$ cat src/sv/basu_pkg.sv
package basu_pkg;

    // Default sizing, handed to the top level's parameters
    localparam int DEF_VERTEX_COUNT = 16;
    localparam int DEF_TRAIL_DEPTH  = 256;
    localparam int DEF_MAX_LEVELS   = 64;

    // Command codes
    localparam logic [1:0] CMD_NEW_LEVEL = 2'd0;
    localparam logic [1:0] CMD_ASSERT    = 2'd1;
    localparam logic [1:0] CMD_BACKJUMP  = 2'd2;
    localparam logic [1:0] CMD_READ      = 2'd3;

    // Relation codes
    localparam logic [2:0] REL_EQ       = 3'd0;
    localparam logic [2:0] REL_DISTINCT = 3'd1;
    localparam logic [2:0] REL_GE       = 3'd2;
    localparam logic [2:0] REL_LE       = 3'd3;
    localparam logic [2:0] REL_GT       = 3'd4;
    localparam logic [2:0] REL_LT       = 3'd5;

    // Status codes
    localparam logic [2:0] STS_OK          = 3'd0;
    localparam logic [2:0] STS_REJECT      = 3'd1;
    localparam logic [2:0] STS_BAD_LEVEL   = 3'd2;
    localparam logic [2:0] STS_TRAIL_FULL  = 3'd3;
    localparam logic [2:0] STS_NO_LEVEL    = 3'd4;
    localparam logic [2:0] STS_LEVELS_FULL = 3'd5;

    // Entry values
    localparam logic [1:0] ENT_UNKNOWN = 2'd0;
    localparam logic [1:0] ENT_ZERO    = 2'd1;
    localparam logic [1:0] ENT_ONE     = 2'd2;

    typedef enum logic [1:0] {
        DEC_ZERO,
        DEC_ONE,
        DEC_KEEP,
        DEC_BAD
    } dec_t;

    typedef enum logic [2:0] {
        ST_CLEAR,
        ST_IDLE,
        ST_EXEC,
        ST_UNDO,
        ST_FINISH
    } state_t;

    typedef struct packed {
        logic [1:0] command;
        logic [3:0] row;
        logic [3:0] column;
        logic [2:0] relation;
        logic [7:0] literal_value;
        logic [6:0] target_level;
    } in_t;

    typedef struct packed {
        logic [1:0] entry_value;
        logic [2:0] status;
        logic [6:0] level_count;
        logic [8:0] undone_count;
    } out_t;

    // Controller to datapath
    typedef struct packed {
        logic clear_step;
        logic load;
        logic commit;
        logic undo_step;
        logic finish;
    } ctrl_cmd_t;

    // Datapath to controller
    typedef struct packed {
        logic clear_last;
        logic bj_go;
        logic undo_busy;
        logic out_free;
    } ctrl_stat_t;

    // Turn a relation and a literal into the change it asks for
    function automatic dec_t decode_literal(input logic [2:0] relation,
                                            input logic [7:0] literal_value);
        dec_t d;
        logic v;
        v = literal_value[0];
        if (literal_value[7:1] != 7'd0) begin
            d = DEC_BAD;
        end else begin
            unique case (relation)
                REL_EQ:       d = v ? DEC_ONE  : DEC_ZERO;
                REL_DISTINCT: d = v ? DEC_ZERO : DEC_ONE;
                REL_GE:       d = v ? DEC_ONE  : DEC_KEEP;
                REL_LE:       d = v ? DEC_KEEP : DEC_ZERO;
                REL_GT:       d = v ? DEC_BAD  : DEC_ONE;
                REL_LT:       d = v ? DEC_ZERO : DEC_BAD;
                default:      d = DEC_BAD;
            endcase
        end
        return d;
    endfunction

    function automatic logic [1:0] dec_value(input dec_t d);
        logic [1:0] v;
        unique case (d)
            DEC_ZERO: v = ENT_ZERO;
            DEC_ONE:  v = ENT_ONE;
            default:  v = ENT_UNKNOWN;
        endcase
        return v;
    endfunction

endpackage

$ cat src/sv/basu_ram.sv
module basu_ram #(
    parameter int WIDTH = 8,
    parameter int DEPTH = 16
) (
    input  logic                     aclk,
    input  logic                     wr_en,
    input  logic [$clog2(DEPTH)-1:0] wr_addr,
    input  logic [WIDTH-1:0]         wr_data,
    input  logic                     rd_en,
    input  logic [$clog2(DEPTH)-1:0] rd_addr,
    output logic [WIDTH-1:0]         rd_data
);

    logic [WIDTH-1:0] mem_reg [DEPTH];
    logic [WIDTH-1:0] rd_data_reg;

    always_ff @(posedge aclk) begin
        if (wr_en) begin
            mem_reg[wr_addr] <= wr_data;
        end
        if (rd_en) begin
            rd_data_reg <= mem_reg[rd_addr];
        end
    end

    assign rd_data = rd_data_reg;

endmodule

$ cat src/sv/basu_ctrl.sv
module basu_ctrl (
    input  logic                 aclk,
    input  logic                 aresetn,
    input  logic                 s_valid,
    output logic                 s_ready,
    input  basu_pkg::ctrl_stat_t stat,
    output basu_pkg::ctrl_cmd_t  cmd
);
    import basu_pkg::*;

    state_t state_reg;
    state_t state_next;

    always_ff @(posedge aclk) begin
        if (!aresetn) begin
            state_reg <= ST_CLEAR;
        end else begin
            state_reg <= state_next;
        end
    end

    always_comb begin
        state_next = state_reg;
        cmd        = '0;
        s_ready    = 1'b0;
        unique case (state_reg)
            ST_CLEAR: begin
                cmd.clear_step = 1'b1;
                if (stat.clear_last) begin
                    state_next = ST_IDLE;
                end
            end
            ST_IDLE: begin
                s_ready = 1'b1;
                if (s_valid) begin
                    cmd.load   = 1'b1;
                    state_next = ST_EXEC;
                end
            end
            ST_EXEC: begin
                if (stat.bj_go) begin
                    state_next = ST_UNDO;
                end else if (stat.out_free) begin
                    cmd.commit = 1'b1;
                    state_next = ST_IDLE;
                end
            end
            ST_UNDO: begin
                cmd.undo_step = 1'b1;
                if (!stat.undo_busy) begin
                    state_next = ST_FINISH;
                end
            end
            ST_FINISH: begin
                if (stat.out_free) begin
                    cmd.finish = 1'b1;
                    state_next = ST_IDLE;
                end
            end
            default: begin
                state_next = ST_CLEAR;
            end
        endcase
    end

`ifndef SYNTH
    a_load_to_exec: assert property (@(posedge aclk) disable iff (!aresetn)
        cmd.load |=> state_reg == ST_EXEC)
        else $error("accepted item did not move to execute");

    a_finish_drained: assert property (@(posedge aclk) disable iff (!aresetn)
        state_reg == ST_FINISH |-> !stat.undo_busy)
        else $error("backjump finishing with undo work left");

    a_ready_in_idle: assert property (@(posedge aclk) disable iff (!aresetn)
        s_ready |-> state_reg == ST_IDLE)
        else $error("ready raised outside idle");
`endif

endmodule

$ cat src/sv/basu_dp.sv
module basu_dp #(
    parameter int VERTEX_COUNT = basu_pkg::DEF_VERTEX_COUNT,
    parameter int TRAIL_DEPTH  = basu_pkg::DEF_TRAIL_DEPTH,
    parameter int MAX_LEVELS   = basu_pkg::DEF_MAX_LEVELS
) (
    input  logic                 aclk,
    input  logic                 aresetn,
    input  basu_pkg::ctrl_cmd_t  cmd,
    output basu_pkg::ctrl_stat_t stat,
    input  basu_pkg::in_t        s_payload,
    output logic                 m_valid,
    input  logic                 m_ready,
    output basu_pkg::out_t       m_payload
);
    import basu_pkg::*;

    localparam int CELLS = VERTEX_COUNT * VERTEX_COUNT;
    localparam int IW    = $clog2(CELLS);
    localparam int RW    = IW + 2;
    localparam int TAW   = $clog2(TRAIL_DEPTH);
    localparam int TCW   = $clog2(TRAIL_DEPTH + 1);
    localparam int MAW   = $clog2(MAX_LEVELS);
    localparam int LW    = $clog2(MAX_LEVELS + 1);
    localparam int CMPW  = (LW > 8) ? LW : 8;

    localparam logic [TCW-1:0] TRAIL_FULL_C  = TCW'(TRAIL_DEPTH);
    localparam logic [LW-1:0]  LEVELS_FULL_C = LW'(MAX_LEVELS);
    localparam logic [IW-1:0]  CLR_LAST      = IW'(CELLS - 1);
    localparam logic [6:0]     NV_W          = 7'(VERTEX_COUNT);

    // Registers
    in_t             item_reg, item_next;
    logic [IW-1:0]   idx_reg, idx_next;
    logic            in_range_reg, in_range_next;
    logic [TCW-1:0]  trail_count_reg, trail_count_next;
    logic [LW-1:0]   open_levels_reg, open_levels_next;
    logic [TCW-1:0]  undone_reg, undone_next;
    logic            pend_reg, pend_next;
    logic [IW-1:0]   clr_cnt_reg, clr_cnt_next;
    out_t            out_reg, out_next;
    logic            out_valid_reg, out_valid_next;

    // Memory ports
    logic            mat_we, mat_re;
    logic [IW-1:0]   mat_waddr, mat_raddr;
    logic [1:0]      mat_wdata, mat_rdata;
    logic            trl_we, trl_re;
    logic [TAW-1:0]  trl_waddr, trl_raddr;
    logic [RW-1:0]   trl_wdata, trl_rdata;
    logic            mrk_we, mrk_re;
    logic [MAW-1:0]  mrk_waddr, mrk_raddr;
    logic [TCW-1:0]  mrk_rdata;

    // Incoming item
    logic [IW-1:0]   s_idx;
    logic            s_in_range;
    logic [CMPW-1:0] s_tgt_p1;

    // Execute phase
    dec_t            dec;
    logic [1:0]      dec_val;
    logic [1:0]      old_val;
    logic            asrt_bad, asrt_change, asrt_write;
    logic            no_level, trail_full, levels_full, bj_bad;
    logic [CMPW-1:0] tgt_p1;
    logic            undo_more;
    logic [1:0]      res_entry;
    logic [2:0]      res_status;
    logic [LW-1:0]   open_after;

    assign s_idx      = IW'(s_payload.row) * IW'(VERTEX_COUNT) + IW'(s_payload.column);
    assign s_in_range = ({3'b000, s_payload.row} < NV_W) && ({3'b000, s_payload.column} < NV_W);
    assign s_tgt_p1   = CMPW'(s_payload.target_level) + CMPW'(1);

    assign old_val     = mat_rdata;
    assign dec         = decode_literal(item_reg.relation, item_reg.literal_value);
    assign dec_val     = dec_value(dec);
    assign tgt_p1      = CMPW'(item_reg.target_level) + CMPW'(1);
    assign no_level    = (open_levels_reg == '0);
    assign trail_full  = (trail_count_reg >= TRAIL_FULL_C);
    assign levels_full = (open_levels_reg >= LEVELS_FULL_C);
    assign asrt_bad    = (dec == DEC_BAD) || !in_range_reg;
    assign asrt_change = !asrt_bad && (dec != DEC_KEEP) && (dec_val != old_val);
    assign asrt_write  = asrt_change && !no_level && !trail_full;
    assign bj_bad      = no_level || (tgt_p1 >= CMPW'(open_levels_reg));
    assign undo_more   = (trail_count_reg > mrk_rdata);

    assign stat.clear_last = (clr_cnt_reg == CLR_LAST);
    assign stat.bj_go      = (item_reg.command == CMD_BACKJUMP) && !bj_bad;
    assign stat.undo_busy  = undo_more || pend_reg;
    assign stat.out_free   = !out_valid_reg || m_ready;

    always_comb begin
        res_entry  = ENT_UNKNOWN;
        res_status = STS_OK;
        open_after = open_levels_reg;
        case (item_reg.command)
            CMD_NEW_LEVEL: begin
                if (levels_full) begin
                    res_status = STS_LEVELS_FULL;
                end else begin
                    open_after = open_levels_reg + LW'(1);
                end
            end
            CMD_ASSERT: begin
                if (asrt_bad) begin
                    res_status = STS_REJECT;
                end else if (asrt_change && no_level) begin
                    res_status = STS_NO_LEVEL;
                end else if (asrt_change && trail_full) begin
                    res_status = STS_TRAIL_FULL;
                end
                if (in_range_reg) begin
                    res_entry = asrt_write ? dec_val : old_val;
                end
            end
            CMD_BACKJUMP: begin
                res_status = STS_BAD_LEVEL;
            end
            CMD_READ: begin
                if (in_range_reg) begin
                    res_entry = old_val;
                end
            end
            default: begin
                res_status = STS_OK;
            end
        endcase
    end

    // Memory port control
    always_comb begin
        mat_re    = cmd.load;
        mat_raddr = s_idx;
        mat_we    = 1'b0;
        mat_waddr = idx_reg;
        mat_wdata = dec_val;
        if (cmd.clear_step) begin
            mat_we    = 1'b1;
            mat_waddr = clr_cnt_reg;
            mat_wdata = ENT_UNKNOWN;
        end else if (cmd.undo_step && pend_reg) begin
            mat_we    = 1'b1;
            mat_waddr = trl_rdata[RW-1:2];
            mat_wdata = trl_rdata[1:0];
        end else if (cmd.commit && item_reg.command == CMD_ASSERT && asrt_write) begin
            mat_we    = 1'b1;
        end
    end

    assign trl_we    = cmd.commit && (item_reg.command == CMD_ASSERT) && asrt_write;
    assign trl_waddr = trail_count_reg[TAW-1:0];
    assign trl_wdata = {idx_reg, old_val};
    assign trl_re    = cmd.undo_step && undo_more;
    assign trl_raddr = TAW'(trail_count_reg - TCW'(1));

    assign mrk_we    = cmd.commit && (item_reg.command == CMD_NEW_LEVEL) && !levels_full;
    assign mrk_waddr = open_levels_reg[MAW-1:0];
    assign mrk_re    = cmd.load;
    assign mrk_raddr = s_tgt_p1[MAW-1:0];

    always_comb begin
        item_next        = cmd.load ? s_payload : item_reg;
        idx_next         = cmd.load ? s_idx : idx_reg;
        in_range_next    = cmd.load ? s_in_range : in_range_reg;
        trail_count_next = trail_count_reg;
        if (trl_we) begin
            trail_count_next = trail_count_reg + TCW'(1);
        end else if (trl_re) begin
            trail_count_next = trail_count_reg - TCW'(1);
        end
        undone_next = undone_reg;
        if (cmd.load) begin
            undone_next = '0;
        end else if (trl_re) begin
            undone_next = undone_reg + TCW'(1);
        end
        pend_next    = trl_re;
        clr_cnt_next = cmd.clear_step ? clr_cnt_reg + IW'(1) : clr_cnt_reg;

        open_levels_next = open_levels_reg;
        out_next         = out_reg;
        out_valid_next   = m_ready ? 1'b0 : out_valid_reg;
        if (cmd.commit) begin
            open_levels_next     = open_after;
            out_next.entry_value  = res_entry;
            out_next.status       = res_status;
            out_next.level_count  = 7'(open_after);
            out_next.undone_count = 9'd0;
            out_valid_next       = 1'b1;
        end else if (cmd.finish) begin
            open_levels_next     = LW'(tgt_p1);
            out_next.entry_value  = ENT_UNKNOWN;
            out_next.status       = STS_OK;
            out_next.level_count  = 7'(tgt_p1);
            out_next.undone_count = 9'(undone_reg);
            out_valid_next       = 1'b1;
        end
    end

    always_ff @(posedge aclk) begin
        if (!aresetn) begin
            trail_count_reg <= '0;
            open_levels_reg <= '0;
            pend_reg        <= 1'b0;
            clr_cnt_reg     <= '0;
            out_valid_reg   <= 1'b0;
        end else begin
            trail_count_reg <= trail_count_next;
            open_levels_reg <= open_levels_next;
            pend_reg        <= pend_next;
            clr_cnt_reg     <= clr_cnt_next;
            out_valid_reg   <= out_valid_next;
        end
    end

    always_ff @(posedge aclk) begin
        item_reg     <= item_next;
        idx_reg      <= idx_next;
        in_range_reg <= in_range_next;
        undone_reg   <= undone_next;
        out_reg      <= out_next;
    end

    assign m_valid   = out_valid_reg;
    assign m_payload = out_reg;

    basu_ram #(.WIDTH(2), .DEPTH(CELLS)) u_matrix (
        .aclk    (aclk),
        .wr_en   (mat_we),
        .wr_addr (mat_waddr),
        .wr_data (mat_wdata),
        .rd_en   (mat_re),
        .rd_addr (mat_raddr),
        .rd_data (mat_rdata)
    );

    basu_ram #(.WIDTH(RW), .DEPTH(TRAIL_DEPTH)) u_trail (
        .aclk    (aclk),
        .wr_en   (trl_we),
        .wr_addr (trl_waddr),
        .wr_data (trl_wdata),
        .rd_en   (trl_re),
        .rd_addr (trl_raddr),
        .rd_data (trl_rdata)
    );

    basu_ram #(.WIDTH(TCW), .DEPTH(MAX_LEVELS)) u_marks (
        .aclk    (aclk),
        .wr_en   (mrk_we),
        .wr_addr (mrk_waddr),
        .wr_data (trail_count_reg),
        .rd_en   (mrk_re),
        .rd_addr (mrk_raddr),
        .rd_data (mrk_rdata)
    );

`ifndef SYNTH
    a_trail_bound: assert property (@(posedge aclk) disable iff (!aresetn)
        trail_count_reg <= TRAIL_FULL_C)
        else $error("trail count beyond trail depth");

    a_level_bound: assert property (@(posedge aclk) disable iff (!aresetn)
        open_levels_reg <= LEVELS_FULL_C)
        else $error("open levels beyond maximum");

    a_undo_shrinks: assert property (@(posedge aclk) disable iff (!aresetn)
        cmd.undo_step |=> trail_count_reg <= $past(trail_count_reg))
        else $error("trail grew during a backjump");
`endif

endmodule

$ cat src/sv/backtrackable_adjacency_store_unit.sv
// Backtrackable adjacency store: a three-valued matrix (unknown, zero, one)
// kept under decision levels, with a change trail for undo.
//
// Input channel s_valid / s_ready / s_payload carries one command item:
// new level, assert edge literal, backjump or read entry. Result channel
// m_valid / m_ready / m_payload returns exactly one result item per command.
//
// Sequence: new level, assert and read are accepted, then executed on the
// registered read of the matrix or level-mark memory, and their result is
// registered in the output register. A backjump walks the trail newest
// first: the trail memory gives one record per cycle and each record costs
// one matrix write; its result follows once the walk is done.
// One item is in flight at a time; the next is accepted while a finished
// result still waits in the output register.
//
// Reset: aresetn, synchronous, active low. Afterwards the block sweeps the
// matrix to unknown, one entry a cycle (VERTEX_COUNT * VERTEX_COUNT entries,
// 256 by default), with s_ready low. A stalled receiver holds the result in
// the output register; a command then waits at its last step until it drains.
module backtrackable_adjacency_store_unit #(
    parameter int VERTEX_COUNT = basu_pkg::DEF_VERTEX_COUNT,
    parameter int TRAIL_DEPTH  = basu_pkg::DEF_TRAIL_DEPTH,
    parameter int MAX_LEVELS   = basu_pkg::DEF_MAX_LEVELS
) (
    input  logic           aclk,
    input  logic           aresetn,
    input  logic           s_valid,
    output logic           s_ready,
    input  basu_pkg::in_t  s_payload,
    output logic           m_valid,
    input  logic           m_ready,
    output basu_pkg::out_t m_payload
);
    import basu_pkg::*;

    // Command and status between sequencer and datapath
    ctrl_cmd_t  cmd;
    ctrl_stat_t stat;

    // Sequencer: clearing sweep, accept, execute, undo walk, result hand-off
    basu_ctrl u_ctrl (
        .aclk    (aclk),
        .aresetn (aresetn),
        .s_valid (s_valid),
        .s_ready (s_ready),
        .stat    (stat),
        .cmd     (cmd)
    );

    // Datapath: matrix, trail and level-mark memories, counters, output item
    basu_dp #(
        .VERTEX_COUNT (VERTEX_COUNT),
        .TRAIL_DEPTH  (TRAIL_DEPTH),
        .MAX_LEVELS   (MAX_LEVELS)
    ) u_dp (
        .aclk      (aclk),
        .aresetn   (aresetn),
        .cmd       (cmd),
        .stat      (stat),
        .s_payload (s_payload),
        .m_valid   (m_valid),
        .m_ready   (m_ready),
        .m_payload (m_payload)
    );

endmodule

$ cat config.mk
export PLATFORM = sky130hd
export DESIGN_NAME = backtrackable_adjacency_store_unit
export DESIGN_NICKNAME = d
export VERILOG_FILES = /design/src/sv/basu_pkg.sv /design/src/sv/basu_ram.sv /design/src/sv/basu_ctrl.sv /design/src/sv/basu_dp.sv /design/src/sv/backtrackable_adjacency_store_unit.sv
export SDC_FILE = /design/constraint.sdc
export NUM_CORES = 2
export LEC_CHECK = 0
export ABC_AREA = 1
export BUFFER_PORTS_ARGS = -buffer_cell sky130_fd_sc_hd__buf_2
export CORE_AREA = 10 10 809 651
export CTS_CLUSTER_SIZE = 10
export DETAILED_ROUTE_END_ITERATION = 16
export DIE_AREA = 0 0 819 661
export GPL_TIMING_DRIVEN = 0
export SLEW_MARGIN = 20
export SYNTH_ARGS = -nofsm -noshare
export SYNTH_HDL_FRONTEND = slang
export SYNTH_SLANG_ARGS = --single-unit
export TNS_END_PERCENT = 10
$ cat constraint.sdc
create_clock -name aclk -period 25.1 [get_ports aclk]
set_clock_uncertainty 0.15 [all_clocks]
set_input_delay 3.765 -clock aclk [delete_from_list [all_inputs] [get_ports aclk]]
set_output_delay 3.765 -clock aclk [all_outputs]
set_load 0.02 [all_outputs]
After elaboration in Yosys (flattened, before gate mapping)
Memories as Yosys holds them, arrays and structs flattened. A register that Yosys moved wholly into a read port is not among the register bits.
Cells that the tools add are included.
W data, S select, Z words.

word-level totals
  register bits = 87
  memory bits (writable) = 3,648
  bits of input ports = 32
  output and inout bits = 23
  logic and storage cells = 137
  memories kept = 3

memories
  name                   depth  bits a word  rd ports  clocked after Yosys merged registers in  write ports  RTL line        RTL
  u_dp.u_trail.mem_reg   256    10           1         1                                        1            basu_ram.sv:14  logic [WIDTH-1:0] mem_reg [DEPTH];
  u_dp.u_marks.mem_reg   64     9            1         1                                        1            basu_ram.sv:14
  u_dp.u_matrix.mem_reg  256    2            1         1                                        1            basu_ram.sv:14

operators by class
  add/sub/neg operators = 8
  magnitude comparators = 4
  equal/unequal tests = 20
  mux-type cells = 54
  reduce and logical (&&, ||, !) cells = 32

operators by type and width
  kind                   number
  $mux W21               2
  $mux W7                4
  $mux W3                8
  $mux W1                22
  $add A9 B1 Y9 const B  2
  $mux W2                9
  $mux W9                2
  $mux W8                2
  $pmux W3 S5            1
  $logic_and A1 B1 Y1    13
  $eq A3 B2 Y1 const B   4
  $pmux W2 S6            1
  $eq A3 B3 Y1 const B   3
  $ge A9 B9 Y1 const B   1
  $gt A9 B9 Y1           1
  $pmux W3 S3            1
  $sub A9 B1 Y9 const B  1
  $add A7 B1 Y8 const B  1
  $add A8 B1 Y8 const B  1
  $add A8 B4 Y8          1
  $eq A8 B8 Y1 const B   1
  $ge A8 B7 Y1           1
  $ne A2 B2 Y1 const B   4
  $pmux W2 S2            2
  16 further kinds       30

Longest topological paths before layout
  depth in word-level cells = 15
  mapped depth = 20

Cells and area by module
From an unflattened synthesis, not the netlist that was laid out.

second synthesis, totals
  cells, all modules = 13,341
  area, all modules = 154,725.9 sq um

by module, submodules not included
  module                     instances  cells each  area each (sq um)  sequential area each (sq um)
  basu_ram at u_dp.u_trail   1          8,656       103,818.3          77,174.0
  basu_ram at u_dp.u_marks   1          2,016       23,889.2           17,566.8
  basu_ram at u_dp.u_matrix  1          2,055       22,146.2           15,434.8
  basu_dp                    1          567         4,605.7            2,082.0
  basu_ctrl                  1          47          266.5              60.1

Least setup slack after synthesis
OpenSTA, ideal clock, no wires.

  path kind = flip-flop to flip-flop
  start point = reg u_ctrl.state_reg[0]
  end point = mem u_dp.u_matrix.mem_reg[0][1] (data pin)
  data arrival time = 7,824 ps
  data required time = 23,373 ps
  path slack = 15,549 ps
  cell stages (with the launch flop) = 8
  cell sequence = dfxtp_1 > nor2_2 > inv_2 > nor2_4 > inv_2 > buf_2 > o21ai_0 > a21oi_1

between the ends
  longest elaborated chain between the ends = 5
  elaborated cells on any way between the ends = 7
  those cells by class = eq/ne (1); mux (4); reduce/logical (2)

ends and longest elaborated chain
  element                      RTL line         RTL
  from (decl)                  basu_ctrl.sv:11  state_t state_reg;
  from (signal assigned)       basu_ctrl.sv:18  state_reg <= state_next;
  $eq A3 B2 Y1                 basu_ctrl.sv:26  unique case (state_reg)
  $mux W1                      basu_ctrl.sv:26
  $logic_and A1 B1 Y1          basu_dp.sv:142   end else if (cmd.undo_step && pend_reg) begin
  $mux W2                      basu_dp.sv:142
  $mux W2 (*)                  basu_dp.sv:138   if (cmd.clear_step) begin
  named net u_dp.mat_wdata[1]  basu_dp.sv:46    logic [1:0] mat_wdata, mat_rdata;
  to (decl)                    basu_ram.sv:14

Mark *: on every way through the listed nets, which the timed path passes. The rest lies on a longest branch.

Final worst setup path
  start point = reg u_dp.trail_count_reg[0]
  end point = reg u_dp.u_trail.rd_data_reg[6], in the netlist u_dp.u_trail.rd_data[6], read port of u_dp.u_trail.mem_reg (data pin)

between the ends
  longest elaborated chain between the ends = 2
  elaborated cells on any way between the ends = 3
  those cells by class = add/sub (1); order compare (1); reduce/logical (1)

ends and longest elaborated chain
  element                 RTL line        RTL
  from (decl)             basu_dp.sv:35   logic [TCW-1:0] trail_count_reg, trail_count_next;
  from (signal assigned)  basu_dp.sv:209  trail_count_reg <= trail_count_next;
  $gt A9 B9 Y1            basu_dp.sv:86   assign undo_more = (trail_count_reg > mrk_rdata);
  $logic_and A1 B1 Y1     basu_dp.sv:154  assign trl_re = cmd.undo_step && undo_more;
  to (decl)               basu_ram.sv:15  logic [WIDTH-1:0] rd_data_reg;

Parallel ways exist; a longest one is shown, timed or not.
A chain may end at the register's enable or synchronous reset.

==> metrics.txt <==
run status=finished, final reports clean; Final min period=7.33 ns; Final WS setup=17.77 ns; total negative slack=0 ns; Netlist Area Pre-Place=153,000 um^2; total gr overflow=0; Register Area=112,000 um^2; Yosys cell types=53; simple-gate portion of the synthesized area=14.8%; max_slew headroom=10.8%; Setup crit end kind=register; Peak VDD IR=0.0678 mV; Fmax=136 MHz; Clock Root Buffer=clkbuf_16; Site Rows=235; # clock sinks=3,756; Post-CTS Setup Inserts=0; Post-Syn Instances=12.3k; compound-cell area share of the yosys netlist=7.58%; register share of total power=54.2%; DRC viols=0; 1st-pass router iterations=7; mux cell area share after synthesis=0.623%; routed wire length=575,000 um; Synth Register Bits=3,756; Max Cap Viol=0; sequential fraction of the synthesis area=73.6%; routed len/inst=28.8 um; I/O pin total=55; Final GP Congestion=0.970; fin area=177,000 um^2; delay of the slowest critical-path stage=0.90 ns; required time worst endpoint=25.53 ns; Buf/Inv on CP=9; total core area=510,000 um^2; max reg flops=2,560; largest family of logic cells by synthesized area=simple AND/OR/NAND/NOR gates; Final HPWL DP=403,000 um; Final Cycle Share=29.2%; Post-Synth Adder-Cell Area=0.213%; unrepaired setup endpoints after global routing=no; layout cells sized above 1=10.1%; sw frac=21.2%; PnR Total Power=12.5 mW; Synth Net Count=12.4k; YS warnings=0; count of hold buffers inserted by post-cts repair=0; delay-heaviest family, CP=buffers and inverters; highest-count cells in the layout ignoring fill and taps=edfxtp_1 (3,709), nand2_1 (1,719), nand3_1 (1,645); clock power share=43.7%; Initial Util=29.9%; crit path launch type=register; post-synthesis async set-or-reset flop share=0%; Placed Instance Area=166,000 um^2; first-pass GRT wire length=789,000 um; clock-pin slew on the worst setup and hold paths=0.06 ns; die area=541,000 um^2; most common cell after layout, fill and taps aside=edfxtp_1; crit-path cells=buf_2 -> inv_2 -> buf_2 -> buf_2 -> buf_2 -> ha_1 -> clkbuf_1 -> buf_2 -> clkbuf_1 -> buf_1 -> nand3_1 -> nand3_1 -> nand3_1 -> nand3_1 -> nand3_1 -> nand3_1 -> nand2_1 -> nand2_1 -> nand2_1; worst min path class=reg2reg; GR Util All Layers=20.2%; H-Tree Depth=5; slowest CP cell=buf_1; actual slew at the worst max-slew pin=1.34 ns; Critical Path Most Common Cell=nand3_1; Leakage=59.8 nW; Final Setup Violations=0; Die Wd=819 um; Psw=2.65 mW; area occupied by multi-input gates=36,100 um^2; Comb power frac=2.1%; via count=111k; largest net degree at the start of global routing=62; Post-synth EDFFs=3,709; Num CTS Buffers=420; ANT nets after route=0; vias in the first global route=101k; pre-CTS WS=16.37 ns; fillcell total=49.7k; Max clock buf depth=4; Hold WS=0.333 ns; height of the chip=661 um; endpoints failing hold=0; critical path type=reg2reg; CTS tree=yes; port buffer count=53; Vias per Instance=5.55; Iter 0 DRT Violations=19.9k; worst skew pair latency=0.99 ns; Nets=13.1k; Int Pwr=9.88 mW; Slew Limit Fails=0; Resize count post-CTS=0; Max FO, Critical Path=12; mean post-synth cell area=12.4 um^2; Area Overhead vs Synth=16.3%; Post-synth top flop=edfxtp_1; Power Dens Cells=70.6 nW/um^2; XOR/XNOR Fraction of Synth Area=0.169%; arrival time at the worst endpoint=7.76 ns; initial antenna violation count=29
final cells by class:
class / count / share of cell area, %
clock buffer: 497 / 6.19
timing repair buffer: 300 / 2.61
multi-input combinational: 7471 / 20.3
sequential: 3756 / 63.3
antenna: 9 / 0.0127
clock inverter: 21 / 0.133
inverter: 257 / 0.548
buffer: 861 / 2.07
tap: 6754 / 4.76
metal layers:
| metal | vias to the layer above | track usage (%) | wire length [um] |
|---|---|---|---|
| met2 | 8364 | 27.5 | 229000 |
| met1 | 54800 | 29.0 | 230000 |
| met4 | 20 | 7.16 | 23600 |
| met3 | 1182 | 7.68 | 92200 |
| met5 | - | 0.247 | 309 |
| li1 | 46200 | - | - |
power by group through the flow:
stage               logic [mW]  clock network (mW)  registers (mW)
floorplan                0.141                   0            6.92
global placement         0.255                   0            6.92
detailed placement       0.257                   0            6.92
CTS                      0.258                5.47            6.79
global route             0.281                5.72            6.79
finish                   0.268                5.48            6.79
worst register-to-register path: cells and delay by family (launching register included):
family                   cells  cell delay (ns)
adder cells (fa/ha/maj)      1             0.24
buffers and inverters        9             4.14
flip-flops                   1             0.44
AND/OR/NAND/NOR              9             1.99
logic make-up after synthesis:
kind of cell | count (synthesis)
adders and majority gates | 26
AOI/OAI and AO/OA | 2056
and+or+nand+nor | 5268
muxes | 95
xor gates and xnor gates | 26
DFF | 3756
buffers and inverters | 1118
final timing paths:
path | from | end | slack, ns | depth (start not counted)
max | u_dp.trail_count_reg[0] | u_dp.u_trail.rd_data[6] | 17.77 | 19
min | u_dp.undone_reg[0] | u_dp.undone_reg[0] | 0.33 | 1
max reg2reg | u_dp.trail_count_reg[0] | u_dp.u_trail.rd_data[6] | 17.77 | 19
min reg2reg | u_dp.undone_reg[0] | u_dp.undone_reg[0] | 0.33 | 1
cells in the mapped netlist (95+ instances only):
library cell     n  area, um^2
edfxtp_1      3709      111000
nor2_1        1732        6500
nand2_1       1719        6450
nand3_1       1645        8230
o21ai_0       1224        6130
clkbuf_1       584        2190
o22ai_1        462        2890
inv_1          233         875
a21oi_1        169         846
buf_2          147         736
buf_1           97         364
mux2i_1         95         951
per-stage QoR:
stage	utilization, %	instances
5_1_grt	34.8	19900
2_1_floorplan	-	12300
6_report	34.8	19900
3_5_place_dp	32.5	19400
3_3_place_gp	31.6	19200
4_1_cts	34.7	19900
No activity file was read; power rests on OpenSTA's default activity.
